[config.mk]
export PLATFORM = sky130hd
export DESIGN_NAME = rhc_back
export DESIGN_NICKNAME = d
export VERILOG_FILES = /design/src/hw/rtl/rhc_pkg.sv /design/src/hw/rtl/rhc_back.sv
export SDC_FILE = /design/constraint.sdc
export NUM_CORES = 2
export LEC_CHECK = 0
export ABC_AREA = 1
export BUFFER_PORTS_ARGS = -buffer_cell sky130_fd_sc_hd__buf_4
export CORE_MARGIN = 2
export CORE_UTILIZATION = 63
export CTS_CLUSTER_DIAMETER = 60
export DETAILED_ROUTE_END_ITERATION = 16
export MAX_ROUTING_LAYER = met4
export PLACE_DENSITY = 0.82
export RECOVER_POWER = 100
export SLEW_MARGIN = 30
export SYNTH_ARGS = -nofsm -noshare
export SYNTH_HDL_FRONTEND = slang
export SYNTH_SLANG_ARGS = --single-unit
[constraint.sdc]
create_clock -name clk -period 5.97 [get_ports clk]
set_input_delay 0.8955 -clock clk [delete_from_list [all_inputs] [get_ports clk]]
set_output_delay 0.8955 -clock clk [all_outputs]
set_load 0.01 [all_outputs]
[src/hw/rtl/rhc_pkg.sv]
// ----------------------------------------------------------------------------
// rhc_pkg
// Shared types and constants of the RGB/HSL color converter.
// ----------------------------------------------------------------------------
`default_nettype none

package rhc_pkg;

    localparam int FRAC_BITS_DEF = 16;

    // action codes
    localparam logic ACT_RGB2HSL = 1'b0;
    localparam logic ACT_HSL2RGB = 1'b1;

    localparam int NUM_LANES = 2;

    typedef struct packed {
        logic        action;
        logic [7:0]  red_in;
        logic [7:0]  green_in;
        logic [7:0]  blue_in;
        logic [15:0] hue_in;
        logic [15:0] sat_in;
        logic [15:0] light_in;
    } pix_in_t;

    typedef struct packed {
        logic [15:0] hue_out;
        logic [15:0] sat_out;
        logic [15:0] light_out;
        logic [7:0]  red_out;
        logic [7:0]  green_out;
        logic [7:0]  blue_out;
    } pix_out_t;

endpackage

`default_nettype wire

[src/hw/rtl/rhc_back.sv]
// ----------------------------------------------------------------------------
// rhc_back
// Four register stages after the dividers: HSL result scaling, the sextant
// interpolation products, channel selection and conversion to bytes.
// ----------------------------------------------------------------------------
`default_nettype none

module rhc_back #(
    parameter int FRAC_BITS = rhc_pkg::FRAC_BITS_DEF
) (
    input  wire logic                                      clk,
    input  wire logic                                      rst_n,
    input  wire logic                                      in_vld,
    input  wire logic [rhc_pkg::NUM_LANES-1:0][2*FRAC_BITS+1:0] quo,
    input  wire logic [4*FRAC_BITS+7:0]                    side,
    output logic                                           done,
    output rhc_pkg::pix_out_t                              result
);

    localparam int F    = FRAC_BITS;
    localparam int VW   = F + 1;
    localparam int DIVW = 2 * F + 2;
    localparam int UP   = (F >= 16) ? (F - 16) : 0;
    localparam int DN   = (F < 16) ? (16 - F) : 0;

    typedef struct packed {
        logic            act;
        logic            grey;
        logic [VW-1:0]   v;
        logic [VW-1:0]   m;
        logic [2:0]      sext;
        logic [F-1:0]    fr;
        logic [F:0]      lq;
    } side_t;

    typedef struct packed {
        logic            act;
        logic            vz;
        logic [15:0]     hue;
        logic [15:0]     sat;
        logic [15:0]     light;
        logic [VW-1:0]   t;
        logic [VW-1:0]   v;
        logic [VW-1:0]   m;
        logic [2:0]      sext;
        logic [F-1:0]    fr;
    } st1_t;

    typedef struct packed {
        logic            act;
        logic            vz;
        logic [15:0]     hue;
        logic [15:0]     sat;
        logic [15:0]     light;
        logic [VW-1:0]   vsf;
        logic [VW-1:0]   v;
        logic [VW-1:0]   m;
        logic [2:0]      sext;
    } st2_t;

    typedef struct packed {
        logic            act;
        logic [15:0]     hue;
        logic [15:0]     sat;
        logic [15:0]     light;
        logic [VW:0]     cr;
        logic [VW:0]     cg;
        logic [VW:0]     cb;
    } st3_t;

    function automatic logic [15:0] to16(input logic [DIVW-1:0] q);
        logic [DIVW+5:0] w;
        w = ({6'd0, q} >> UP) << DN;
        return (|w[DIVW+5:16]) ? 16'hFFFF : w[15:0];
    endfunction

    function automatic logic [7:0] to_byte(input logic [VW:0] x);
        logic [VW+8:0] p;
        logic [VW+8:0] s;
        p = {x, 8'd0} - {8'd0, x};
        s = p >> F;
        return (|s[VW+8:8]) ? 8'hFF : s[7:0];
    endfunction

    side_t sd;
    st1_t  s1_reg, s1_next;
    st2_t  s2_reg, s2_next;
    st3_t  s3_reg, s3_next;
    rhc_pkg::pix_out_t out_reg, out_next;
    logic  v1_reg, v2_reg, v3_reg, v4_reg;

    logic [VW+F:0]   p_vs;
    logic [VW+F-1:0] p_tf;
    logic [VW:0]     mid1, mid2, vx, mx0;

    // stage 1: scale HSL quotients, form v*sv
    always_comb
    begin
        sd = side_t'(side);
        p_vs = sd.v * quo[0][F:0];
        s1_next.act  = sd.act;
        s1_next.vz   = (sd.v == '0);
        s1_next.hue  = (sd.act == rhc_pkg::ACT_RGB2HSL && !sd.grey) ? to16(quo[1]) : 16'd0;
        s1_next.sat  = (sd.act == rhc_pkg::ACT_RGB2HSL && !sd.grey) ? to16(quo[0]) : 16'd0;
        s1_next.light = (sd.act == rhc_pkg::ACT_RGB2HSL) ? to16(DIVW'(sd.lq)) : 16'd0;
        s1_next.t    = p_vs[VW+F-1:F];
        s1_next.v    = sd.v;
        s1_next.m    = sd.m;
        s1_next.sext = sd.sext;
        s1_next.fr   = sd.fr;
    end

    // stage 2: scale by the sextant fraction
    always_comb
    begin
        p_tf = s1_reg.t * s1_reg.fr;
        s2_next.act   = s1_reg.act;
        s2_next.vz    = s1_reg.vz;
        s2_next.hue   = s1_reg.hue;
        s2_next.sat   = s1_reg.sat;
        s2_next.light = s1_reg.light;
        s2_next.vsf   = p_tf[VW+F-1:F];
        s2_next.v     = s1_reg.v;
        s2_next.m     = s1_reg.m;
        s2_next.sext  = s1_reg.sext;
    end

    // stage 3: pick channel values by sextant
    always_comb
    begin
        vx   = {1'b0, s2_reg.v};
        mx0  = {1'b0, s2_reg.m};
        mid1 = mx0 + {1'b0, s2_reg.vsf};
        mid2 = (s2_reg.v > s2_reg.vsf) ? {1'b0, s2_reg.v - s2_reg.vsf} : '0;
        s3_next.act   = s2_reg.act;
        s3_next.hue   = s2_reg.hue;
        s3_next.sat   = s2_reg.sat;
        s3_next.light = s2_reg.light;
        case (s2_reg.sext)
            3'd0:
            begin
                s3_next.cr = vx;   s3_next.cg = mid1; s3_next.cb = mx0;
            end
            3'd1:
            begin
                s3_next.cr = mid2; s3_next.cg = vx;   s3_next.cb = mx0;
            end
            3'd2:
            begin
                s3_next.cr = mx0;  s3_next.cg = vx;   s3_next.cb = mid1;
            end
            3'd3:
            begin
                s3_next.cr = mx0;  s3_next.cg = mid2; s3_next.cb = vx;
            end
            3'd4:
            begin
                s3_next.cr = mid1; s3_next.cg = mx0;  s3_next.cb = vx;
            end
            default:
            begin
                s3_next.cr = vx;   s3_next.cg = mx0;  s3_next.cb = mid2;
            end
        endcase
        // zero lightness gives black
        if (s2_reg.vz)
        begin
            s3_next.cr = '0;
            s3_next.cg = '0;
            s3_next.cb = '0;
        end
    end

    // stage 4: bytes out, zero the fields of the other direction
    always_comb
    begin
        out_next.hue_out   = s3_reg.hue;
        out_next.sat_out   = s3_reg.sat;
        out_next.light_out = s3_reg.light;
        if (s3_reg.act == rhc_pkg::ACT_HSL2RGB)
        begin
            out_next.red_out   = to_byte(s3_reg.cr);
            out_next.green_out = to_byte(s3_reg.cg);
            out_next.blue_out  = to_byte(s3_reg.cb);
        end
        else
        begin
            out_next.red_out   = 8'd0;
            out_next.green_out = 8'd0;
            out_next.blue_out  = 8'd0;
        end
    end

    always_ff @(posedge clk or negedge rst_n)
    begin
        if (!rst_n)
        begin
            v1_reg <= 1'b0;
            v2_reg <= 1'b0;
            v3_reg <= 1'b0;
            v4_reg <= 1'b0;
        end
        else
        begin
            v1_reg <= in_vld;
            v2_reg <= v1_reg;
            v3_reg <= v2_reg;
            v4_reg <= v3_reg;
        end
    end

    always_ff @(posedge clk)
    begin
        s1_reg  <= s1_next;
        s2_reg  <= s2_next;
        s3_reg  <= s3_next;
        out_reg <= out_next;
    end

    assign done   = v4_reg;
    assign result = out_reg;

endmodule

`default_nettype wire

# Word-level counts from Yosys, hierarchy flattened
# Cells that the tools add are included.
# W data, S select, Z words.
totals:
  rom_bits: 0
  memories: 0
  latchBits: 0
  ramBits: 0
  regBits: 403
classes:
  shifts: 0
  n_bitwise: 1
  reduce_logical: 9
  div_mod_pow: 0
  n_mul: 2
  n_eq_ne: 4
  addsub: 5
  n_lt_le_gt_ge: 1
  mux: 8
ops:
  columns: ["op", "count"]
  rows:
  - ["$pmux W54 S5", 1]
  - ["$sub A26 B18 Y26", 3]
  - ["$mux W16", 3]
  - ["$reduce_or A18 Y1", 2]
  - ["$mul A17 B16 Y33", 1]
  - ["$mul A17 B17 Y33", 1]
  - ["$mux W8", 3]
  - ["$add A17 B17 Y18", 1]
  - ["$gt A17 B17 Y1", 1]
  - ["$logic_not A17 Y1", 1]
  - ["$mux W17", 1]
  - ["$sub A17 B17 Y17", 1]
  - ["$eq A3 B2 Y1 const B", 2]
  - ["$reduce_or A2 Y1", 3]
  - ["$eq A3 B1 Y1 const B", 1]
  - ["$eq A3 B3 Y1 const B", 1]
  - ["$logic_not A3 Y1", 1]
  - ["$logic_and A1 B1 Y1", 1]
  - ["$logic_not A1 Y1", 1]
  - ["$not A1 Y1", 1]

# Depth between registers and ports, before layout
logic_depth:
  word_depth: 3
  ltp_mapped: 28
  depth_no_buf: 26

# Worst setup path after synthesis
# OpenSTA, ideal clock, no wires.
synth_path:
  kind: "input-to-reg"
  startpoint: "in side[69]"
  endpoint: "reg s1_reg[64] (netlist name)"
  path_buffers: 2
  required_time_ps: 5898
  slack_ps: -40
  arrival_ps: 5938
  stages: 23
  cell_sequence: "clkbuf_1 > buf_1 > nand2_1 > fa_1 > fa_1 > inv_1 > fa_1 > fa_1 > fa_1 > inv_1 > fa_1 > inv_1 > ha_1 > nand2_1 > nor2_2 > inv_1 > nor2_1 > nand2_1 > or2_0 > nand3_1 > nand2_1 > nand2_1 > xor2_1"
synth_via:
  elab_chain_cells: 1
synth_lines:
  columns: ["item", "line_no", "rtl"]
  rows:
  - ["from (decl)", "rhc_back.sv:15", "input wire logic [4*FRAC_BITS+7:0] side,"]
  - ["$mul A17 B17 Y33", "rhc_back.sv:100", "p_vs = sd.v * quo[0][F:0];"]
  - ["net p_vs[27]", "rhc_back.sv:92", "logic [VW+F:0] p_vs;"]
  - ["to (signal assigned)", "rhc_back.sv:214", "s1_reg <= s1_next;"]
  - ["to (decl)", "rhc_back.sv:86", "st1_t s1_reg, s1_next;"]
# The timed path passes the listed nets, and every way through them passes these cells.
# A chain may end at the register's enable or synchronous reset.

# Worst setup path after layout
layout_path:
  startpoint: "reg s1_reg[65] (netlist name)"
  endpoint: "reg s2_reg[50] (netlist name)"
layout_via:
  elab_chain_cells: 1
layout_lines:
  columns: ["item", "line_no", "rtl"]
  rows:
  - ["$mul A17 B16 Y33", "rhc_back.sv:116", "p_tf = s1_reg.t * s1_reg.fr;"]
  - ["net p_tf[29]", "rhc_back.sv:93", "logic [VW+F-1:0] p_tf;"]
  - ["to (signal assigned)", "rhc_back.sv:215", "s2_reg <= s2_next;"]
  - ["to (decl)", "rhc_back.sv:87", "st2_t s2_reg, s2_next;"]
# The timed path passes the listed nets, and every way through them passes these cells.

==> metrics.csv <==
stage,metric,value,unit
status,status,finished with violations,
status,failed_checks,"max-capacitance violations, max-slew violations",
timing,fin_ws,0.310,ns
cts,clkLatencyLatePin,0.63,ns
cts,clock_sinks,403,
placed_design,pre_cts_slack,0.0354,ns
global_route,antenna_found_initial,4,
cts,numCtsBuffers,46,
cts,cts_setup_buffers,0,
setup_path,r2r-start,s1_reg[65]$_DFF_P_,
global_route,grt_use_total,35.0,%
setup_path,r2r-end,s2_reg[50]$_DFF_P_,
global_route,grt_pass1_wl,151,mm
cells_and_area,seq_area,8090,sq um
synthesis,synth_edf_count,0,
global_route,grt_overflow,0,
drt,detail-route-antenna-nets,0,
timing,min_period,5.66,ns
placed_design,dpl_cell_area,36700,sq um
synthesis,ys_ff_latch,403,
placed_design,gp_congestion,1.01,
timing,finalHoldViolations,0,
placed_design,port_buffers,215,
setup_path,path_class,reg2reg,
synthesis,ys_seq_area_share,23.6,%
timing,tightest_slew,1.99,ns
setup_path,crit_path_end_kind,flop,
cts,clockRootBuffer,clkbuf_16,
floorplan,pin_count,216,
setup_path,reg2reg_slack,0.31,ns
floorplan,start_util,63.8,%
cts,tritoncts,built,
drt,drt-wirelength-per-cell,17.5,um
timing,finalSetupViolCount,0,
global_route,grt_max_degree,46,
cts,clockBufferDepth,3,
synthesis,syn_nets,5302,
setup_path,crit_arrival,6.18,ns
synthesis,async_flop_share,0.993,%
cells_and_area,mostFrequentLayoutCells,"nand2_1, inv_1, fa_1",
drt,viasPerCell,5.41,
floorplan,dieArea,56400,sq um
global_route,grt_pass1_vias,29353,
timing,rsz0062_at_grt,no,
synthesis,ys_types,54,
cells_and_area,n_fill_cell,4362,
timing,hold_slack,0.106,ns
timing,final_max_slew_viol_count,75,
cells_and_area,nNetsFinal,5467,
min_path,hp-class,in2async,
floorplan,die_y,237,um
synthesis,ys.flop_type,dfxtp_1,
cts,holdBufCountCts,0,
timing,timing.setup.tns,0,ns
synthesis,yosys_warnings,0,
synthesis,synth_area_leaders,"fa_1, dfxtp_1, nand2_1, inv_1, ha_1",
run,drv_cap,3,
synthesis,synthCells,4461,
cts,clkSlewWorstSetupHoldPaths,0.06,ns
floorplan,core_area,53800,sq um
cells_and_area,area_delta_synth_final,10.6,%
setup_path,start_kind,flop,
cells_and_area,multi_input_area,21500,sq um
synthesis,syn_area,34300,sq um
timing,fin_skew,0.0448,ns
floorplan,die_w,237,um
synthesis,synth_top_area_share,25.1,%
drt,dr.pass1.iters,7,
setup_path,required,6.49,ns
cells_and_area,finalInstanceArea,37900,sq um
timing,period_share,94.8,%
drt,vias,28994,
placed_design,dp_hpwl,75.0,mm
cells_and_area,largest_register_ffs,120,
timing,max_slew_margin,-32.8,%
drt,routed_wl,93.6,mm
drt,drt_iter0_drc,2172,
synthesis,syn-mean-instance-area,7.69,sq um
floorplan,rows,85,
cells_and_area,final_common_cell,nand2_1,
cells_and_area,drive_above_1_share,6.48,%
drt,drc,0,
setup_path,path_max_fanout,10,
setup_path,r2r_cells,19,
synthesis,yosysTopAreaCell,fa_1,
cts,h-tree-depth,2,
timing,max_freq,177,MHz
-- timing repair --
item,CTS,global route
setup endpoints to repair,0,8
gates resized for setup,0,3
endpoints found under the hold margin,0,0
-- worst max-delay path, cell delays in order (launching register included) --
cell      delay, ns
dfxtp_1        0.70
nand2_1        0.18
fa_1           0.54
inv_1          0.05
fa_1           0.48
fa_1           0.57
fa_1           0.43
fa_1           0.49
inv_1          0.04
fa_1           0.48
inv_1          0.05
ha_1           0.36
a21oi_1        0.29
o21ai_0        0.13
a21oi_1        0.23
inv_1          0.07
a211oi_1       0.27
nand2_1        0.08
nand2_1        0.07
nand2_1        0.04
-- per-stage QoR --
step | util (%) | cells
final | 70.5 | 5361
after global routing | 70.5 | 5360
after CTS | 71.1 | 5356
after detailed placement | 68.1 | 5274
after global placement | 68.1 | 5274
after floorplan | - | 4461
-- cells in the mapped netlist (all sizes together) (3+ instances only) --
cell    instances
xor2           34
nand2        1159
a22oi          11
a21o           10
buf            27
nand3         147
a21boi          4
nor2          234
xnor2          19
a21oi         194
nor3b           4
o21bai          9
a31oi          26
o21a            6
dfxtp         399
and2            5
nor3           39
dfrtp           4
clkbuf        143
ha            268
o21ai          89
o211ai          3
fa            430
a221oi          9
or2             7
inv          1074
nand3b         16
nand4          52
a211oi          3
nor4           20
-- layer usage --
layer	up-vias	global-route usage [%]	part of all wire, %
li1	13669	-	-
met3	326	5.75	7.6
met1	13763	42.5	39
met2	1236	56.8	48
met4	0	17.3	5.7
met5	-	-	0
-- kinds of logic after synthesis --
group,synth area share (%)
AO/OA/AOI/OAI,6.13
XOR/XNOR,1.35
adder cells (fa/ha/maj),34.9
buffers and inverters,13.8
flip-flops,23.6
AND/OR/NAND/NOR,20.3
-- how the worst max path moves through the flow --
stage | from | endpoint | slack [ns] | cells after the start
finish | s1_reg[65]$_DFF_P_ | s2_reg[50]$_DFF_P_ | 0.31 | 19
floorplan | side[59] | s1_reg[64]$_DFF_P_ | 0.001 | 25
CTS | s1_reg[4]$_DFF_P_ | s2_reg[50]$_DFF_P_ | 0.33 | 21
global placement | quo[5] | s1_reg[64]$_DFF_P_ | 0.08 | 24
global route | s1_reg[59]$_DFF_P_ | s2_reg[52]$_DFF_P_ | 0.01 | 24
detailed placement | side[59] | s1_reg[64]$_DFF_P_ | 0.04 | 25
-- cell type report --
class | instances | share of cell area, %
diodes | 5 | 0.0330
flip-flops and latches | 403 | 21.3
inverters | 1076 | 10.6
well taps | 696 | 2.30
repair buffers | 287 | 4.82
clock inverters | 24 | 0.969
clock buffers | 58 | 3.31
multi-input cells | 2812 | 56.6
Power is not shown: default switching activity piles up to over one toggle a cycle in this logic, so the estimate is an artifact.
