$ cat config.mk
export PLATFORM = sky130hd
export DESIGN_NAME = rhc_front
export DESIGN_NICKNAME = d
export VERILOG_FILES = /design/src/hw/rtl/rhc_pkg.sv /design/src/hw/rtl/rhc_front.sv
export SDC_FILE = /design/constraint.sdc
export NUM_CORES = 1
export LEC_CHECK = 0
export CAP_MARGIN = 20
export CORE_AREA = 2 2 239 241
export CTS_BUF_LIST = sky130_fd_sc_hd__clkbuf_2
export CTS_CLUSTER_DIAMETER = 40
export DETAILED_ROUTE_END_ITERATION = 8
export DIE_AREA = 0 0 241 243
export DONT_BUFFER_PORTS = 1
export GPL_TIMING_DRIVEN = 0
export SLEW_MARGIN = 20
export SYNTH_ARGS = -nofsm -noshare
export SYNTH_HDL_FRONTEND = slang
export SYNTH_SLANG_ARGS = --single-unit
$ cat constraint.sdc
create_clock -name clk -period 4.74 [get_ports clk]
set_input_delay 0.474 -clock clk [delete_from_list [all_inputs] [get_ports clk]]
set_output_delay 0.474 -clock clk [all_outputs]
set_load 0.005 [all_outputs]
$ cat src/hw/rtl/rhc_pkg.sv
// ----------------------------------------------------------------------------
// rhc_pkg
// Shared types and constants of the RGB/HSL color converter.
// ----------------------------------------------------------------------------
`default_nettype none

package rhc_pkg;

    localparam int FRAC_BITS_DEF = 16;

    // action codes
    localparam logic ACT_RGB2HSL = 1'b0;
    localparam logic ACT_HSL2RGB = 1'b1;

    localparam int NUM_LANES = 2;

    typedef struct packed {
        logic        action;
        logic [7:0]  red_in;
        logic [7:0]  green_in;
        logic [7:0]  blue_in;
        logic [15:0] hue_in;
        logic [15:0] sat_in;
        logic [15:0] light_in;
    } pix_in_t;

    typedef struct packed {
        logic [15:0] hue_out;
        logic [15:0] sat_out;
        logic [15:0] light_out;
        logic [7:0]  red_out;
        logic [7:0]  green_out;
        logic [7:0]  blue_out;
    } pix_out_t;

endpackage

`default_nettype wire

$ cat src/hw/rtl/rhc_front.sv
// ----------------------------------------------------------------------------
// rhc_front
// Three register stages ahead of the dividers: channel min/max, lightness
// products, and the dividend/divisor setup for both directions.
// ----------------------------------------------------------------------------
`default_nettype none

module rhc_front #(
    parameter int FRAC_BITS = rhc_pkg::FRAC_BITS_DEF
) (
    input  wire logic                                   clk,
    input  wire logic                                   rst_n,
    input  wire logic                                   in_vld,
    input  wire rhc_pkg::pix_in_t                       pixel,
    output logic                                        div_vld,
    output logic [rhc_pkg::NUM_LANES-1:0][2*FRAC_BITS+1:0] div_num,
    output logic [rhc_pkg::NUM_LANES-1:0][FRAC_BITS+1:0]   div_den,
    output logic [4*FRAC_BITS+7:0]                      div_side
);

    localparam int F    = FRAC_BITS;
    localparam int VW   = F + 1;
    localparam int DIVW = 2 * F + 2;
    localparam int DW   = F + 2;
    localparam int UP   = (F >= 16) ? (F - 16) : 0;
    localparam int DN   = (F < 16) ? (16 - F) : 0;
    // ceil(2^(F+16) / 255): exact reciprocal of 255 for a 9-bit sum
    localparam longint unsigned LMUL = ((64'd1 << (F + 16)) + 64'd254) / 64'd255;

    typedef struct packed {
        logic            act;
        logic            grey;
        logic [7:0]      d;
        logic [8:0]      sum;
        logic [7:0]      den;
        logic [10:0]     num;
        logic [10:0]     d6;
        logic [F-1:0]    h;
        logic [F-1:0]    s;
        logic [F-1:0]    l;
        logic [2*F-1:0]  ls;
    } sta_t;

    typedef struct packed {
        logic            act;
        logic            grey;
        logic [7:0]      d;
        logic [8:0]      sum;
        logic [7:0]      den;
        logic [10:0]     num;
        logic [10:0]     d6;
        logic [2:0]      sext;
        logic [F-1:0]    fr;
        logic [F-1:0]    l;
        logic [VW-1:0]   v;
    } stb_t;

    typedef struct packed {
        logic            act;
        logic            grey;
        logic [VW-1:0]   v;
        logic [VW-1:0]   m;
        logic [2:0]      sext;
        logic [F-1:0]    fr;
        logic [F:0]      lq;
    } side_t;

    sta_t a_reg, a_next;
    stb_t b_reg, b_next;
    logic a_vld_reg, b_vld_reg, c_vld_reg;
    logic [rhc_pkg::NUM_LANES-1:0][DIVW-1:0] num_reg, num_next;
    logic [rhc_pkg::NUM_LANES-1:0][DW-1:0]   den_reg, den_next;
    side_t side_reg, side_next;

    logic [7:0]        mx, mn, dd;
    logic [8:0]        sm, dn9;
    logic signed [11:0] nraw, nadj;
    logic [10:0]       d6w;
    logic [F+15:0]     hx, sx, lx;
    logic [F-1:0]      ls_hi;
    logic [F:0]        lps;
    logic [F+2:0]      h6;
    logic [VW-1:0]     l2, mm, diff;
    logic [F+17:0]     lprod;

    // stage A: channel extremes and the hue numerator
    always_comb
    begin
        mx = pixel.red_in;
        mn = pixel.red_in;
        if (pixel.green_in > mx) mx = pixel.green_in;
        if (pixel.blue_in > mx)  mx = pixel.blue_in;
        if (pixel.green_in < mn) mn = pixel.green_in;
        if (pixel.blue_in < mn)  mn = pixel.blue_in;
        dd  = mx - mn;
        sm  = {1'b0, mx} + {1'b0, mn};
        dn9 = (sm < 9'd255) ? sm : (9'd510 - sm);
        if (dn9 == 9'd0)
            dn9 = 9'd1;
        d6w = {1'b0, dd, 2'b00} + {2'b00, dd, 1'b0};
        if (pixel.red_in == mx)
            nraw = $signed({4'd0, pixel.green_in}) - $signed({4'd0, pixel.blue_in});
        else if (pixel.green_in == mx)
            nraw = $signed({3'd0, dd, 1'b0}) + $signed({4'd0, pixel.blue_in})
                 - $signed({4'd0, pixel.red_in});
        else
            nraw = $signed({2'd0, dd, 2'b00}) + $signed({4'd0, pixel.red_in})
                 - $signed({4'd0, pixel.green_in});
        nadj = (nraw < 0) ? (nraw + $signed({1'b0, d6w})) : nraw;

        hx = ({{F{1'b0}}, pixel.hue_in} << UP) >> DN;
        sx = ({{F{1'b0}}, pixel.sat_in} << UP) >> DN;
        lx = ({{F{1'b0}}, pixel.light_in} << UP) >> DN;

        a_next.act  = pixel.action;
        a_next.grey = (dd == 8'd0);
        a_next.d    = dd;
        a_next.sum  = sm;
        a_next.den  = dn9[7:0];
        a_next.num  = nadj[10:0];
        a_next.d6   = d6w;
        a_next.h    = hx[F-1:0];
        a_next.s    = sx[F-1:0];
        a_next.l    = lx[F-1:0];
        a_next.ls   = lx[F-1:0] * sx[F-1:0];
    end

    // stage B: the v term and the hue sextant
    always_comb
    begin
        ls_hi = a_reg.ls[2*F-1:F];
        lps   = {1'b0, a_reg.l} + {1'b0, a_reg.s};
        h6    = {a_reg.h, 2'b00} + {1'b0, a_reg.h, 1'b0};
        b_next.act  = a_reg.act;
        b_next.grey = a_reg.grey;
        b_next.d    = a_reg.d;
        b_next.sum  = a_reg.sum;
        b_next.den  = a_reg.den;
        b_next.num  = a_reg.num;
        b_next.d6   = a_reg.d6;
        b_next.sext = h6[F+2:F];
        b_next.fr   = h6[F-1:0];
        b_next.l    = a_reg.l;
        if (a_reg.l <= (F'(1) << (F - 1)))
            b_next.v = {1'b0, a_reg.l} + {1'b0, ls_hi};
        else
            b_next.v = (lps > {1'b0, ls_hi}) ? (lps - {1'b0, ls_hi}) : '0;
    end

    // stage C: m, v - m, lightness, and the divider operands
    always_comb
    begin
        l2   = {b_reg.l, 1'b0};
        mm   = (l2 > b_reg.v) ? (l2 - b_reg.v) : '0;
        diff = (b_reg.v > mm) ? (b_reg.v - mm) : '0;
        // sum * 2^F / 510 as sum * 2^(F-1) / 255 by reciprocal multiply
        lprod = {{(F+9){1'b0}}, b_reg.sum} * LMUL[F+17:0];
        if (b_reg.act == rhc_pkg::ACT_RGB2HSL)
        begin
            num_next[0] = DIVW'(b_reg.d) << F;
            den_next[0] = DW'(b_reg.den);
        end
        else
        begin
            num_next[0] = DIVW'(diff) << F;
            den_next[0] = DW'(b_reg.v);
        end
        num_next[1] = DIVW'(b_reg.num) << F;
        den_next[1] = DW'(b_reg.d6);
        side_next.act  = b_reg.act;
        side_next.grey = b_reg.grey;
        side_next.v    = b_reg.v;
        side_next.m    = mm;
        side_next.sext = b_reg.sext;
        side_next.fr   = b_reg.fr;
        side_next.lq   = lprod[F+17:17];
    end

    always_ff @(posedge clk or negedge rst_n)
    begin
        if (!rst_n)
        begin
            a_vld_reg <= 1'b0;
            b_vld_reg <= 1'b0;
            c_vld_reg <= 1'b0;
        end
        else
        begin
            a_vld_reg <= in_vld;
            b_vld_reg <= a_vld_reg;
            c_vld_reg <= b_vld_reg;
        end
    end

    always_ff @(posedge clk)
    begin
        a_reg    <= a_next;
        b_reg    <= b_next;
        num_reg  <= num_next;
        den_reg  <= den_next;
        side_reg <= side_next;
    end

    assign div_vld  = c_vld_reg;
    assign div_num  = num_reg;
    assign div_den  = den_reg;
    assign div_side = side_reg;

endmodule

`default_nettype wire

* Word-level counts from Yosys, hierarchy flattened
Cells that the tools add are included.
Widths: inputs -> output; s select.
** Operators by class
- Add/subtract/negate cells :: 16
- $mul :: 2
- Divide/modulo/power cells :: 0
- $lt $le $gt $ge :: 10
- Equality and inequality tests :: 2
- Shift operators :: 0
- Muxes and demuxes :: 14
- Bitwise operators :: 0
- Reduce and logical (&&, ||, !) cells :: 3
** Operators with widths (count)
- $mux 17 :: 3
- $mux 8 :: 6
- $add 16x16->17 :: 2
- $gt 17x17->1 :: 2
- $sub 17x17->17 :: 2
- $mul 9x24->33 const B :: 1
- $mul 16x16->32 :: 1
- $mux 12 :: 2
- $mux 24 :: 1
- $add 18x17->19 :: 1
- $gt 17x16->1 :: 1
- $sub 17x16->17 :: 1
- $eq 8x8->1 :: 2
- $gt 8x8->1 :: 2
- $le 16x16->1 const B :: 1
- $lt 8x8->1 :: 2
- $lt 12x1->1 const B :: 1
- $sub 11x8->12 :: 1
- $add 10x8->11 :: 1
- $add 10x9->11 :: 1
- $add 11x11->11 :: 1
- $mux 11 :: 1
- $sub 10x8->11 :: 1
- $add 9x8->10 :: 1
- other kinds (9) :: 9
** Storage, ports and cells
- Bits in registers :: 379
- Latch bits :: 0
- Memory bits (writable) :: 0
- Bits in read-only memories :: 0
- Logic and storage cells :: 85
- Memories :: 0

* Logic depth before layout (Yosys ltp)
Gate-level depths: netlist (run 1).
- Word-level depth :: 11
- Depth in mapped cells :: 43

* Worst setup path before layout (run 1)
Ideal clock, no wire load.
- Path kind :: input port to flip-flop
- Start :: input port pixel[57] (netlist bit)
- End :: register a_reg[101] (netlist bit)
- Setup time :: 0.122 ns
- Arrival time :: 8.049 ns
- Path slack :: -3.431 ns
- Stages on the path :: 40
- Path buffers :: 3
- Cell sequence :: inv_1 ha_1 nor2b_1 o211ai_1 a21oi_1 nor2_1 clkbuf_1 nand2_1 o21ai_0 inv_1 ha_1 o21a_1 o21a_1 o21ai_0 a31oi_1 clkbuf_1 mux2i_1 ha_1 [4 not listed] fa_1 inv_1 ha_1 a21oi_1 o21bai_1 a21oi_1 o21bai_1 a21oi_1 xor2_1 o211a_1 nor2_1 ha_1 a21oi_1 o21ai_0 xnor2_1 o21ai_0 a211oi_1 a221o_1
** RTL lines
- from (decl) :: RTL line rhc_front.sv:14 : input wire rhc_pkg::pix_in_t pixel,
- to (signal assigned) :: RTL line rhc_front.sv:197 : a_reg <= a_next;
- to (decl) :: RTL line rhc_front.sv:68 : sta_t a_reg, a_next;

==> results of run 1 <==
-- final cells by class --
type | count | area share (%)
Clock inverter | 21 | 0.398
Buffer | 112 | 4.09
Antenna cell | 3 | 0.0239
Tap cell | 756 | 3.01
Timing Repair Buffer | 254 | 7.16
Multi-Input combinational cell | 1872 | 57.4
Sequential cell | 333 | 21.3
Clock buffer | 115 | 1.83
Inverter | 393 | 4.80
-- final timing paths --
| kind | from | end | slack [ns] | cells after the start |
|---|---|---|---|---|
| setup / recovery | pixel[63] | a_reg[101] | -2.33 | 49 |
| hold / removal | pixel[63] | a_reg[101] | 0.16 | 5 |
| setup reg to reg | b_reg[1] | div_num[17] | 0.25 | 20 |
| hold reg to reg | a_reg[103] | b_reg[75] | 0.28 | 0 |
| max in group asynchronous | rst_n | div_vld | 4.31 | 2 |
| min in group asynchronous | rst_n | b_vld_reg | 0.29 | 2 |
-- kinds of logic (layout without fill, tap and decap cells) --
kind of cell               after synthesis  after routing  synth area share [%]
muxes                                   47             47                  2.02
other                                    2             54                0.0302
buffers and inverters                  508            895                  8.65
xor gates and xnor gates               145            145                  5.10
and+or+nand+nor                        649            649                  12.6
AOI/OAI and AO/OA                      465            465                  12.2
DFF                                    333            333                  26.8
adders and majority gates              515            515                  32.5
-- metal layers --
| metal | track usage (%) | routed length, um |
|---|---|---|
| met1 | 32.5 | 31400 |
| met2 | 39.5 | 33900 |
| met3 | 5.24 | 5300 |
| met4 | 7.30 | 1720 |
| met5 | 0 | 53 |
-- cell usage in the layout, fill, tap and decap left out, types with 15 or more instances in the layout --
cell type	count
a21oi_1	75
clkbuf_2	116
mux2i_1	29
nor3_1	28
nor2b_1	22
o21a_1	20
dlygate4sd3_1	89
and2_1	111
o21bai_1	18
buf_4	196
xnor2_1	84
nor2_1	92
a21oi_2	29
inv_1	363
inv_2	22
buf_6	26
o21ai_0	65
dfxtp_1	323
o22ai_1	20
a21o_1	45
ha_4	31
o21ai_1	17
nand3_1	31
xor2_1	41
clkbuf_16	20
fa_1	209
ha_1	261
nand2_2	15
nand2_1	224
conb_1	51
o311ai_0	16
-- metrics by stage --
step           TNS, ns  util (%)  instances
6_report        -27.53      56.1       3859
5_1_grt         -29.12      56.1       3859
4_1_cts         -25.19      54.2       3805
3_5_place_dp   -127.86      48.0       3469
3_3_place_gp   -123.79      48.0       3469
2_1_floorplan   -43.99         -       2713
-- repair_timing --
| item | CTS | global route |
|---|---|---|
| cloned | 1 | 2 |
| endpoints found under the setup margin | 68 | 70 |
| endpoints found under the hold margin | 57 | 0 |
| resized for setup | 207 | 152 |
| hold buffers | 89 | 0 |
| buffers inserted | 112 | 53 |
| pin swaps | 97 | 97 |
-- critical path, delay by kind of cell --
kind	cells	cell delay, ns
and+or+nand+nor	4	0.56
adders and majority gates	2	0.58
buffers and inverters	30	3.67
AOI/OAI and AO/OA	12	2.43
xor gates and xnor gates	1	0.18
==> metrics.md, run 1 <==
| Metric | Value |
|---|---|
| CTS tree | done |
| Inserted Clock Buffers | 83 |
| Fillcell total | 4962 |
| WL/cell | 18.8 um |
| Post-synth top cells | inv_1 (391), dfxtp_1 (330), ha_1 (296) |
| Multi-input gate area | 18000 um2 |
| Synthesized area | 24900 um2 |
| DRT Wirelength | 72500 um |
| Post-synth ARST share | 0.901% |
| Register area share after synthesis | 26.8% |
| Worst EP required | 5.56 ns |
| Top cells by area in the synthesized netlist | dfxtp_1 (27%), fa_1 (18%), ha_1 (15%), inv_1 (5.9%), nand2_1 (3.7%) |
| Cell count after synthesis | about 2700 |
| H-tree depth | 3 |
| Final min period | 7.07 ns |
| Placed inst area | approximately 27000 um2 |
| Post-synth EDFFs | 0 |
| Tcrit/Tclk final | 149% |
| Crit path DAT | a little under 8 ns |
| DP HPWL | 53900 um |
| Final number of setup-violating endpoints | 32 |
| # IOs | 253 |
| First drt pass iteration count | 5 |
| PortBufs | 0 |
| Worst Hold Class | in -> reg |
| RSZ-0062 raised after global routing | yes |
| Clock buffer depth | 3 |
| Starting Density | roughly 45% |
| Setup CP Type | in -> reg |
| Hold Vio Cnt, Final | 0 |
| Distinct cells, synth | 88 |
| Worst slew margin | 55.0% |
| Startpoint Class | input pin |
| Worst setup margin | -2.33 ns |
| Status | finished with violations |
| # DRC | 0 |
| Max Fclk | 141 MHz |
| Max Cap Viol | 0 |
| Top-count cell post-synth | inv_1 |
| Core area | 56000 um2 |
| Share of layout cells above drive strength 1 | between 20% and 30% |
| Vias | 20069 |
| Antenna Nets Post-Route | 0 |
| Die width | 241 um |
| Post-Syn Area per Cell | 9.35 um2 |
| Area grow syn2layout | 26.1% |
| Fin area | roughly 31000 um2 |
| Largest net degree at the start of global routing | 13 |
| Final Skew | 0.0929 ns |
| Leading area contributor after synthesis | dfxtp_1 |
| Die Area | 58600 um2 |
| Register area | 6700 um2 |
| Dpl ws | -4.10 ns |
| Worst-path clk slew | 0.08 ns |
| Final #Nets | 3640 |
| Synth warn | 0 |
| Critical path's slowest cell | o41ai_4 |
| Gpl congestion | 0.943 |
| Crit path top cell by count | buf_4 |
| Ys flop type | dfxtp_1 |
| Clk_lat worst skew | 0.97 ns |
| Tightest Pin Transition | between 0.6 and 0.7 ns |
| Hold slack final | between 0.15 and 0.2 ns |
| Failing checks | setup timing |
| Overflow after GRT | 0 |
| CTS Root Cell | clkbuf_2 |
| Max FFs per register | 110 |
| First-pass GRT wire length | 112000 um |
| DR vias/cell | 5.20 |
| Final Max Slew Viols | 0 |
| CP Capture Type | flip-flop |
| Vias in the first global route | 20446 |
| Initial DRC Count | 1237 |
| Die H | 243 um |
| Number of clock sinks | 333 |
| Total GRT Usage | 24.4% |
| Initial antenna violation count | 5 |
| Top cell type's share of synthesized area | 26.5% |
| Cell Rows | 87 |
| Synthesized flop and latch total | 333 |
| CP max stage delay | 0.37 ns |
| CP Max Fanout | 10 |
Power of run 1 is not shown: default switching activity piles up to over one toggle a cycle in this logic, so the estimate is an artifact.
==> inputs of run 2 (changes only) <==
Settings changed: CELL_PAD_IN_SITES_DETAIL_PLACEMENT from default to 1, CELL_PAD_IN_SITES_GLOBAL_PLACEMENT from default to 1, PLACE_DENSITY_LB_ADDON from default to 0.1.
==> run 2 against run 1 <==
Net effect:
- the run still ends with setup timing left
- fmax decreased by 1.3%
- clock skew decreased by 0.039 ns
- global-route usage increased by 3.0 points
- sequential cell count unchanged
- sequential share of layout area decreased by 0.15 points
- via count increased by 1.4%
- register-to-register slack got worse by 0.09 ns
- clock-buffer cell count decreased by 6
- utilization increased by 0.41 points
- wire length increased by 13%
- cell area increased by 0.73%
- final cell count decreased by 0.18%
- highest routed layer unchanged
==> metrics.md, run 2 (same netlist as run 1, synthesis figures left out) <==
| Metric | Value |
|---|---|
| Status | finished with violations |
| Most common cell after layout, fill and taps aside | inv_1 |
| Clk_lat worst skew | 0.97 ns (about the same) |
| Worst-path clk slew | 0.11 ns (+0.03 ns) |
| Worst EP required | 5.60 ns (+0.04 ns) |
| Worst setup margin | -2.43 ns (-0.0953 ns) |
| PortBufs | 0 (unchanged) |
| CTS Root Cell | clkbuf_2 |
| DRT Wirelength | 81800 um (+13%) |
| Flop-to-flop setup slack | 0.16 ns (-0.09 ns) |
| Total GRT Usage | 27.5% (+3.0 points) |
| Vias | 20354 (+1.4%) |
| Hold Vio Cnt, Final | 0 (unchanged) |
| Worst slew margin | 51.8% (-3.1 points) |
| Crit path DAT | 8.03 ns (+0.13 ns) |
| CP Capture Type | flip-flop |
| Gpl congestion | 0.878 (-6.8%) |
| FF-to-FF End | div_num[20] |
| Inserted Clock Buffers | 77 (-7.2%) |
| First-pass GRT wire length | 125000 um (+12%) |
| Max Cap Viol | 0 (unchanged) |
| Largest net degree at the start of global routing | 14 (+1) |
| Cells on worst reg2reg path | 24 (+20%) |
| Worst Hold Class | in -> reg |
| Overflow after GRT | 0 (unchanged) |
| Final number of setup-violating endpoints | 39 (+22%) |
| Setup CP Type | in -> reg |
| Number of clock sinks | 333 (unchanged) |
| Vias in the first global route | 22291 (+9.0%) |
| Die Area | 58600 um2 (unchanged) |
| Core area | 56000 um2 (unchanged) |
| Failing checks | setup timing |
| H-tree depth | 3 (unchanged) |
| Area grow syn2layout | 27.0% |
| Max FFs per register | 110 (unchanged) |
| Share of layout cells above drive strength 1 | 24.1% (+1.3 points) |
| Tcrit/Tclk final | 151% (+2.0 points) |
| Commonest non-fill, non-tap cells in the layout | inv_1 (365), dfxtp_1 (323), ha_1 (252) |
| First drt pass iteration count | 7 (+2) |
| Initial DRC Count | 810 (-35%) |
| Final Skew | 0.0540 ns (-0.0389 ns) |
| Startpoint Class | input pin |
| CP Max Fanout | 7 (-3) |
| Finished Core Util | 56.5% (+0.41 points) |
| Initial antenna violation count | 3 (-2) |
| CP max stage delay | 0.63 ns (+0.26 ns) |
| Starting Density | 44.5% (unchanged) |
| Tightest Pin Transition | 0.713 ns (+0.0462 ns) |
| RSZ-0062 raised after global routing | yes |
| # IOs | 253 (unchanged) |
| Clock buffer depth | 3 (unchanged) |
| Cell Rows | 87 (unchanged) |
| Die width | 241 um (unchanged) |
| Endpoint, Worst Hold | a_reg[34] |
| Hold path cells | 1 (-4) |
| CTS tree | done |
| WL/cell | 21.2 um (+13%) |
| Final min period | 7.17 ns (+0.0953 ns) |
| Die H | 243 um (unchanged) |
| Max Fclk | 139 MHz (-1.3%) |
| DR vias/cell | 5.28 (+1.6%) |
| Antenna Nets Post-Route | 0 (unchanged) |
| Final Max Slew Viols | 0 (unchanged) |
| DP HPWL | 60800 um (+13%) |
| HP Start | pixel[2] |
| Final #Nets | 3630 (-0.27%) |
| Fillcell total | 6326 (+27%) |
| # DRC | 0 (unchanged) |
| Reg-to-reg startpoint | b_reg[1] |
| Critical path's slowest cell | fa_2 |
-- run 2: changes by cell type in the layout (fill, tap and decap cells not counted), moves of 6 or more --
cell / delta
ha_1: -9
clkbuf_2: -7
buf_6: +8
dlygate4sd3_1: -17
a21oi_2: +6
ha_4: +8
-- run 2: stage by stage --
stage	setup slack (ns)	cell area, um2	std cells	hold slack (ns)	TNS (ns)
floorplan	-2.64	25900	2713	0.178	-43.99
global placement	-4.07	26900	3469	0.178	-127.36
detailed placement	-4.28	26900	3469	0.179	-138.30
CTS	-2.24	30600	3807	0.000636	-22.69
global route	-2.60	31600	3852	0.0105	-32.99
finish	-2.43	31600	3852	0.0924	-28.76
-- run 2: critical path, delay by kind of cell --
kind | cells | cell delay, ns
buf+inv | 8 | 0.96
compound gates | 13 | 2.54
fa+ha+maj | 7 | 2.40
xor+xnor | 2 | 0.32
simple gates | 11 | 1.32
-- run 2: area by class of cell --
| type | count | area, um2 | area share [%] |
|---|---|---|---|
| antenna | 1 | 2.50 | 0.00791 |
| clock inverter | 26 | 181 | 0.573 |
| clock buffer | 109 | 546 | 1.72 |
| tap | 756 | 946 | 2.99 |
| buffer | 108 | 1290 | 4.09 |
| multi-input combinational | 1872 | 18200 | 57.7 |
| timing repair buffer | 254 | 2230 | 7.05 |
| inverter | 393 | 1500 | 4.74 |
| sequential | 333 | 6700 | 21.2 |
-- run 2: worst max path at each step --
stage | start | end | slack [ns] | depth (start not counted)
floorplan | pixel[61] | a_reg[101] | -2.64 | 40
global placement | pixel[61] | a_reg[101] | -4.07 | 40
detailed placement | pixel[61] | a_reg[101] | -4.28 | 40
CTS | pixel[63] | a_reg[101] | -2.24 | 42
global route | pixel[63] | a_reg[101] | -2.60 | 41
finish | pixel[63] | a_reg[101] | -2.43 | 41
-- run 2: repair_timing --
item / in CTS / in global routing
setup endpoints to repair: 75 / 75
gates cloned: 3 / 1
gates resized for setup: 248 / 162
hold buffers: 72 / 0
setup buffers: 131 / 55
pin swaps: 122 / 121
endpoints found under the hold margin: 54 / 0
-- run 2: per-layer routing --
| layer | global-route usage [%] | wire length, um | part of all wire, % | vias up |
|---|---|---|---|---|
| met5 | 0 | 21 | 0.026 | - |
| li1 | - | - | - | 9451 |
| met3 | 4.71 | 4050 | 4.9 | 134 |
| met4 | 8.15 | 2160 | 2.6 | 4 |
| met2 | 47.3 | 40600 | 50 | 520 |
| met1 | 35.0 | 35000 | 43 | 10245 |
Power of run 2 is left out for the same reason.
==> inputs of run 3 (changes only) <==
Settings changed: ABC_CLOCK_PERIOD_IN_PS from default to 4740, CAP_MARGIN 20 to default, CORE_AREA 2 2 239 241 to 4 4 241 243, DIE_AREA 0 0 241 243 to 0 0 245 247.
==> run 3 against run 2 <==
Net effect:
- critical path type unchanged
- utilization is 0.60 points lower
- highest routed layer unchanged
- global-route usage is 1.3 points lower
- non-clock buffer count is 29 lower
- clock-buffer cell count is 7 lower
- worst setup slack better by 0.13 ns
- the run still ends with setup timing left
- final cell count is 0.86% lower
- critical path depth stayed put
- critical endpoint unchanged
- die area is 3.3% higher
==> metrics.md, run 3 (same netlist as run 1, synthesis figures left out) <==
| Metric | Value |
|---|---|
| DP HPWL | 60700 um (-0.17%) |
| H-tree depth | 3 (unchanged) |
| Initial antenna violation count | 9 (+6) |
| Tightest Pin Transition | 0.770 ns (+0.0571 ns) |
| Inserted Clock Buffers | 79 (+2.6%) |
| Max Cap Viol | 0 (unchanged) |
| Die H | 247 um (+1.6%) |
| Vias in the first global route | 22085 (-0.92%) |
| Failing checks | setup timing |
| Starting Density | 44.5% (unchanged) |
| Gpl congestion | 0.909 (+3.5%) |
| Final Max Slew Viols | 0 (unchanged) |
| Die width | 245 um (+1.7%) |
| Crit path DAT | 7.99 ns (-0.04 ns) |
| Worst EP required | 5.69 ns (+0.09 ns) |
| DRT Wirelength | 81500 um (-0.30%) |
| Setup CP Type | in -> reg |
| Max FFs per register | 110 (unchanged) |
| First drt pass iteration count | 5 (-2) |
| Tcrit/Tclk final | 148% (-2.8 points) |
| Most common cell after layout, fill and taps aside | inv_1 |
| Clock buffer depth | 3 (unchanged) |
| DR vias/cell | 5.27 (-0.26%) |
| Critical path's slowest cell | fa_2 |
| Max Fclk | 142 MHz (+1.9%) |
| Total GRT Usage | 26.2% (-1.3 points) |
| Worst Hold Class | in -> reg |
| Final Skew | 0.0935 ns (+0.0395 ns) |
| CP Capture Type | flip-flop |
| First-pass GRT wire length | 124000 um (-0.89%) |
| Multi-input gate area | 18200 um2 (about the same) |
| Register area | 6690 um2 (about the same) |
| CP Max Fanout | 7 (unchanged) |
| CTS Root Cell | clkbuf_2 |
| Overflow after GRT | 0 (unchanged) |
| Final number of setup-violating endpoints | 36 (-7.7%) |
| Worst-path clk slew | 0.14 ns (+0.03 ns) |
| Final #Nets | 3603 (-0.74%) |
| # DRC | 0 (unchanged) |
| Vias | 20128 (-1.1%) |
| RSZ-0062 raised after global routing | yes |
| Area grow syn2layout | 25.7% |
| PortBufs | 0 (unchanged) |
| Number of clock sinks | 333 (unchanged) |
| Antenna Nets Post-Route | 0 (unchanged) |
| Finished Core Util | 55.9% (-0.60 points) |
| Fillcell total | 6303 (-0.36%) |
| Share of layout cells above drive strength 1 | 22.6% (-1.5 points) |
| Die Area | 60500 um2 (+3.3%) |
| Worst setup margin | -2.30 ns (+0.131 ns) |
| Largest net degree at the start of global routing | 15 (+1) |
| Worst slew margin | 48.0% (-3.9 points) |
| WL/cell | 21.4 um (+0.56%) |
| CTS tree | done |
| Initial DRC Count | 893 (+10%) |
| Final min period | 7.04 ns (-0.131 ns) |
| Clk_lat worst skew | 0.98 ns (about the same) |
| Status | finished with violations |
| Hold Vio Cnt, Final | 0 (unchanged) |
| Cell Rows | 87 (unchanged) |
| # IOs | 253 (unchanged) |
| CP max stage delay | 0.60 ns (-0.03 ns) |
| Core area | 56000 um2 (unchanged) |
| Startpoint Class | input pin |
| Dpl ws | -4.26 ns (+0.0182 ns) |
| Commonest non-fill, non-tap cells in the layout | inv_1 (368), dfxtp_1 (324), ha_1 (249) |
[run 3: cell count changes in the layout (fill, tap and decap cells not counted), moves of 6 or more]
| cell | previous run | this run |
|---|---|---|
| a21oi_2 | 35 | 26 |
| inv_2 | 22 | 12 |
| clkbuf_16 | 24 | 16 |
| buf_4 | 201 | 178 |
| clkbuf_2 | 109 | 103 |
[run 3: per-layer routing]
metal  GRT usage (%)  up-vias  wire length, um
li1                -     9400                -
met1            33.2    10012            35000
met2            44.7      541            39500
met3            5.09      167             4470
met4            9.45        8             2460
met5               0        -               49
[run 3: area by class of cell]
| class | count | share of cell area (%) |
|---|---|---|
| Multi-Input combinational cell | 1872 | 58.3 |
| Sequential cell | 333 | 21.4 |
| Timing Repair Buffer | 224 | 6.39 |
| Inverter | 393 | 4.86 |
| Buffer | 109 | 3.67 |
| Tap cell | 756 | 3.02 |
| Clock buffer | 102 | 1.63 |
| Clock inverter | 27 | 0.720 |
| Antenna cell | 3 | 0.0240 |
[run 3: what timing repair did]
action                                 in CTS  in global routing
setup buffers                             115                 49
endpoints found under the hold margin      57                  0
pin swaps                                  94                104
setup endpoints to repair                  74                 77
cloned                                      1                  1
hold buffers                               74                  0
gates resized for setup                   222                162
[run 3: path summary, 6_finish.rpt]
kind | startpoint | to | slack (ns) | cells after the start
max | pixel[63] | a_reg[101] | -2.30 | 41
min | pixel[16] | a_reg[48] | 0.11 | 1
max reg2reg | b_reg[1] | div_num[31] | 0.14 | 19
min reg2reg | a_reg[86] | b_reg[58] | 0.25 | 0
max in group asynchronous | rst_n | a_vld_reg | 4.27 | 2
min in group asynchronous | rst_n | div_vld | 0.32 | 2
[run 3: worst max-delay path, delay by kind of cell]
kind,cells,cell delay (ns)
fa+ha+maj,7,2.49
simple gates,8,1.04
buf+inv,8,0.97
xor+xnor,2,0.46
compound gates,16,2.54
[run 3: through the flow]
step	setup TNS (ns)	std cells	hold WS, ns	area, um2
after global routing	-30.41	3817	0.0286	31300
after CTS	-22.09	3775	0.00342	30200
after floorplan	-43.99	2713	0.178	25900
after global placement	-125.63	3469	0.178	26900
after detailed placement	-133.85	3469	0.178	26900
final	-28.22	3819	0.112	31300
Power of run 3 is left out for the same reason.
